$ cat src/rtl/ket_pkg.sv
// Shared types and constants for the keyed entry table.
`default_nettype none

package ket_pkg;

    localparam int DEPTH_DEF     = 64;
    localparam int NAME_BITS_DEF = 64;
    localparam int ID_W          = 32;
    localparam int NAME_W        = 64;
    localparam int CAP_W         = 7;
    localparam int CNT_W         = 7;
    localparam int OP_W          = 2;
    localparam int STATUS_W      = 3;

    typedef enum logic [OP_W-1:0] {
        CMD_ADD    = 2'd0,
        CMD_DELETE = 2'd1,
        CMD_LOOKUP = 2'd2,
        CMD_UPDATE = 2'd3
    } t_op;

    typedef enum logic [STATUS_W-1:0] {
        ST_OK      = 3'd0,
        ST_FULL    = 3'd1,
        ST_DUP     = 3'd2,
        ST_MISSING = 3'd3,
        ST_CLASH   = 3'd4
    } t_status;

    // Controller to datapath commands
    typedef struct packed {
        logic load;
        logic scan;
        logic decide;
        logic move;
        logic dec_count;
        logic load_out;
    } t_dp_cmd;

    // Datapath to controller status
    typedef struct packed {
        logic scan_done;
        logic need_move;
        logic out_free;
    } t_dp_sts;

endpackage

`default_nettype wire

$ cat src/rtl/ket_ctrl.sv
// Sequencing state machine for the keyed entry table.
`default_nettype none

module ket_ctrl (
    input  wire logic             i_clk,
    input  wire logic             i_rst_n,
    input  wire logic             i_in_valid,
    output logic                  o_in_ready,
    input  wire ket_pkg::t_dp_sts i_sts,
    output ket_pkg::t_dp_cmd      o_cmd
);

    typedef enum logic [2:0] {
        S_IDLE,
        S_SCAN,
        S_DECIDE,
        S_MOVE,
        S_FINISH
    } t_state;

    t_state r_state;
    logic   r_in_ready;

    always_ff @(posedge i_clk) begin
        if (!i_rst_n) begin
            r_state    <= S_IDLE;
            r_in_ready <= 1'b1;
        end else begin
            unique case (r_state)
                S_IDLE: begin
                    if (i_in_valid && r_in_ready) begin
                        r_state    <= S_SCAN;
                        r_in_ready <= 1'b0;
                    end
                end
                S_SCAN: begin
                    if (i_sts.scan_done) begin
                        r_state <= S_DECIDE;
                    end
                end
                S_DECIDE: begin
                    r_state <= i_sts.need_move ? S_MOVE : S_FINISH;
                end
                S_MOVE: begin
                    if (i_sts.scan_done) begin
                        r_state <= S_FINISH;
                    end
                end
                S_FINISH: begin
                    if (i_sts.out_free) begin
                        r_state    <= S_IDLE;
                        r_in_ready <= 1'b1;
                    end
                end
                default: begin
                    r_state    <= S_IDLE;
                    r_in_ready <= 1'b1;
                end
            endcase
        end
    end

    always_comb begin
        o_cmd           = '0;
        o_cmd.load      = (r_state == S_IDLE) && i_in_valid && r_in_ready;
        o_cmd.scan      = (r_state == S_SCAN);
        o_cmd.decide    = (r_state == S_DECIDE);
        o_cmd.move      = (r_state == S_MOVE);
        o_cmd.dec_count = (r_state == S_MOVE) && i_sts.scan_done;
        o_cmd.load_out  = (r_state == S_FINISH) && i_sts.out_free;
    end

    assign o_in_ready = r_in_ready;

endmodule

`default_nettype wire

$ cat config.mk
export PLATFORM = sky130hd
export DESIGN_NAME = ket_ctrl
export DESIGN_NICKNAME = d
export VERILOG_FILES = /design/src/rtl/ket_pkg.sv /design/src/rtl/ket_ctrl.sv
export SDC_FILE = /design/constraint.sdc
export NUM_CORES = 1
export LEC_CHECK = 0
export BUFFER_PORTS_ARGS = -buffer_cell sky130_fd_sc_hd__clkbuf_2
export CELL_PAD_IN_SITES_DETAIL_PLACEMENT = 1
export CELL_PAD_IN_SITES_GLOBAL_PLACEMENT = 1
export CORE_AREA = 3 3 40 42
export CTS_CLUSTER_SIZE = 24
export DETAILED_ROUTE_END_ITERATION = 10
export DIE_AREA = 0 0 43 45
export PLACE_DENSITY_LB_ADDON = 0.1
export REMOVE_ABC_BUFFERS = 1
export SYNTH_ARGS = -nofsm -noshare
export SYNTH_HDL_FRONTEND = slang
export SYNTH_SLANG_ARGS = --single-unit
$ cat constraint.sdc
create_clock -name i_clk -period 1.25 [get_ports i_clk]
set_input_delay 0.375 -clock i_clk [delete_from_list [all_inputs] [get_ports i_clk]]
set_output_delay 0.375 -clock i_clk [all_outputs]
set_load 0.005 [all_outputs]
=== Word level (Yosys, flattened, before mapping) ===
Index checks and enable logic that the tools add are counted.

* Equality and inequality tests: 8
* Multiplexer cells: 9
* Bitwise logic cells: 1
* Reduce and logical (&&, ||, !) cells: 9

{| class="wikitable"
|+ Operator list
! kind !! count
|-
| 3-bit 2-to-1 mux || 5
|-
| 3-bit one-hot mux with 5 select lines || 1
|-
| 2-bit != test (second input constant) || 4
|-
| 3-bit by 2-bit == test with 1-bit output (second input constant) || 2
|-
| 1-bit logical AND || 5
|-
| 4-bit AND reduction || 1
|-
| 3-bit by 1-bit == test with 1-bit output (second input constant) || 1
|-
| 3-bit == test (second input constant) || 1
|-
| 3-bit logical NOT || 1
|-
| 1-bit one-hot mux with 3 select lines || 1
|-
| 3-bit AND reduction || 1
|-
| 3-bit OR reduction || 1
|-
| 1-bit 2-to-1 mux || 2
|-
| 1-bit inverter || 1
|}

* Register bits: 4
* Output and inout bits: 7
* Logic and storage cells: 29

=== Logic depth before layout (Yosys ltp) ===
* Word-level depth: 4
* Depth in mapped cells: 4

=== Worst setup path after synthesis ===
OpenSTA, ideal clock, no wires.

* Path type: flip-flop to output port
* Start point: register r_state[2]
* End point: output o_cmd[1] (netlist name)
* Arrival: 0.820 ns
* Data required time: 0.875 ns
* Path slack: 0.055 ns
* Cell stages (with the launch flop): 4
* Path buffers: 1
* Path through: dfxtp_1 -> buf_4 -> and3b_2 -> and2_1

{| class="wikitable"
|+ RTL lines
! item !! line !! source
|-
| start: declaration || ket_ctrl.sv:21 || <nowiki>t_state r_state;</nowiki>
|-
| start signal: assignment || ket_ctrl.sv:42 || <nowiki>r_state <= i_sts.need_move ? S_MOVE : S_FINISH;</nowiki>
|-
| end: declaration || ket_ctrl.sv:10 || <nowiki>output ket_pkg::t_dp_cmd o_cmd</nowiki>
|}

==> flow_metrics.tcl <==
set metrics [dict create \
    status "complete, but fails checks" \
    violations "setup timing" \
    wl_met1_um 440 \
    ioPinCount 13 \
    insertedDiodeCount 0 \
    antenna_found_initial 0 \
    synthDistinctLibCells 22 \
    placed_area_um2 424 \
    rsz0062_at_grt "yes" \
    drive_above_1_share_pct 81.0 \
    slowest_stage "dfxtp_4" \
    wl_um 1060 \
    cp_data_required_time_ns 0.88 \
    startpoint_type "flip-flop" \
    ir_drop_v 0.000541 \
    dp_cells 66 \
    track_usage_pct 14.1 \
    setup_ws_ns -0.179 \
    route.met3.wl_um 67 \
    final_area_um2 604 \
    cap_violations 0 \
    portBuffers 12 \
    maxSlewViolCount 0 \
    top_layer_used "met4" \
    worstSetupPathType "flip-flop to primary output" \
    setup_tns_ns -1.29 \
    first_iter_violations 0 \
    clock_skew_ns 0.00931 \
    fp.dieW_um 43 \
    crit_fanout 5 \
    netlist_instances 33 \
    seq_area_um2 90.1 \
    fillers 147 \
    synth.avg_cell_area_um2 9.33 \
    cp-end-kind "primary output" \
    ys_ff_latch 4 \
    grt_pass1_vias 421 \
    wire_per_inst_um 13.6 \
    power_density_mw_per_mm2 1000 \
    h-tree-depth 1 \
    hp-class "input port to flip-flop" \
    area_growth_pct 96.3 \
    max_freq_mhz 700 \
    path_clk_slew_ns 0.04 \
    vias_per_cell 4.76 \
    clockBufferDepth 2 \
    design.core.area_mm2 0.00128 \
    slew_headroom_pct 80.1 \
    wl_met2_um 528 \
    grt_max_degree 6 \
    synth_warnings 0 \
    gp_congestion 0.679 \
    ant_nets 0 \
    hold_viol 0 \
    nNetsFinal 71 \
    fin_cells 78 \
    post-route-util_pct 47.0 \
    clk_latency_ns 0.24 \
    grt_overflow_total 0 \
    p_leak_nw 0.295 \
    grt_pass1_wl_um 1890 \
    die_height_um 45 \
    rows 13 \
    critPathMaxStageDelay_ns 0.36 \
    drt_pre_antenna_iters 1 \
    multi_input_area_um2 253 \
    synth-seq-area-share_pct 26.0 \
    finalSetupViolCount 10 \
    clockRootBuffer "clkbuf_4" \
    cts_hold_buf 0 \
    hpwl_um 720 \
    crit_chain "and3b_2 > and2_4 > buf_6" \
    syn_area_um2 308 \
    finalCriticalPeriod_ns 1.43 \
    vias 371 \
    die_area_mm2 0.00194 \
    clock_sinks 4 \
    arrival_ns 1.05 \
    period_share_pct 114 \
    cts_tree "yes" \
    drc 0 \
    cts_buffers 3 \
    initial_core_util_pct 24.0 \
    tightestPinTransition_ns 0.298 \
]
## critical path: cells and delay by family, from the launching register on
family,cells,cell delay (ns)
DFF,1,0.36
buffers and inverters,1,0.11
and+or+nand+nor,2,0.34
## registers in the layout, indices dropped and copies added, names as in the netlist
signal      flops
r_state         3
o_in_ready      1
## path summary, 6_finish.rpt
kind	startpoint	to	slack [ns]	depth (start not counted)
setup / recovery	r_state[0]	o_cmd[1]	-0.18	3
hold / removal	i_sts[2]	r_state[0]	0.36	2
setup reg to reg	r_state[1]	o_in_ready	-0.16	6
hold reg to reg	o_in_ready	o_in_ready	0.56	2
## report_power, final
group | internal (mW) | switching [mW] | total [mW]
logic | 0.163 | 0.103 | 0.266
registers | 0.147 | 0.0245 | 0.172
clock network | 0.108 | 0.0586 | 0.166
## through the flow
stage	hold WS (ns)	setup slack (ns)	total power, mW
6_report	0.362	-0.179	0.604
5_1_grt	0.350	-0.243	0.665
3_3_place_gp	0.552	-0.0397	0.340
2_1_floorplan	0.455	0.0468	0.253
4_1_cts	0.356	-0.187	0.598
3_5_place_dp	0.580	-0.0800	0.349
## cell families (layout without fill, tap and decap cells)
group	Yosys count	count (layout)	synth area share, %
muxes	1	1	3.66
buffers and inverters	3	33	9.76
DFF	4	4	26.0
AOI/OAI and AO/OA	8	8	23.6
and+or+nand+nor	17	17	37.0
## timing repair
action / CTS / global route
buffers inserted: 8 / 2
endpoints found under the setup margin: 7 / 11
resized for setup: 18 / 8
hold endpoints to repair: 0 / 0
pin swaps: 10 / 6
## cell usage in the layout, fill, tap and decap left out, types with 2 or more instances in the layout
cell type | Yosys | layout
buf_4 | 1 | 13
clkbuf_2 | 0 | 9
buf_6 | 2 | 6
clkbuf_4 | 0 | 3
nor3b_2 | 0 | 2
and3_1 | 2 | 2
nor3b_1 | 4 | 2
or3b_1 | 2 | 2
a21oi_2 | 1 | 2
dfxtp_2 | 0 | 2
buf_2 | 0 | 2
dfxtp_4 | 0 | 2
## cell usage after synthesis
cell type / number / area (um2)
dfxtp_1: 4 / 80.1
nor3b_1: 4 / 30.0
a21oi_1: 2 / 10.0
and2_1: 2 / 12.5
and3_1: 2 / 12.5
buf_6: 2 / 22.5
or3b_1: 2 / 17.5
a2111oi_2: 1 / 15.0
a211o_2: 1 / 10.0
a21oi_2: 1 / 8.76
and3b_2: 1 / 10.0
buf_4: 1 / 7.51
mux2_2: 1 / 11.3
nand2_1: 1 / 3.75
nand2b_1: 1 / 6.26
nand3_1: 1 / 5.00
nor2_1: 1 / 3.75
nor2b_1: 1 / 6.26
o21a_1: 1 / 7.51
o21ai_1: 1 / 5.00
o41ai_2: 1 / 16.3
or3_1: 1 / 6.26
## cell type report
type | instances | area share, %
timing repair buffer | 30 | 36.4
tap | 15 | 3.11
clock buffer | 3 | 3.73
sequential | 4 | 14.9
multi-input combinational | 26 | 41.8
## layer usage
| layer | track usage [%] | vias to the layer above |
|---|---|---|
| met3 | 7.17 | 5 |
| met1 | 14.0 | 173 |
| met2 | 24.3 | 11 |
| met4 | 7.23 | 0 |
| li1 | - | 182 |
| met5 | 0 | - |
(Power assumes the default switching activity.)
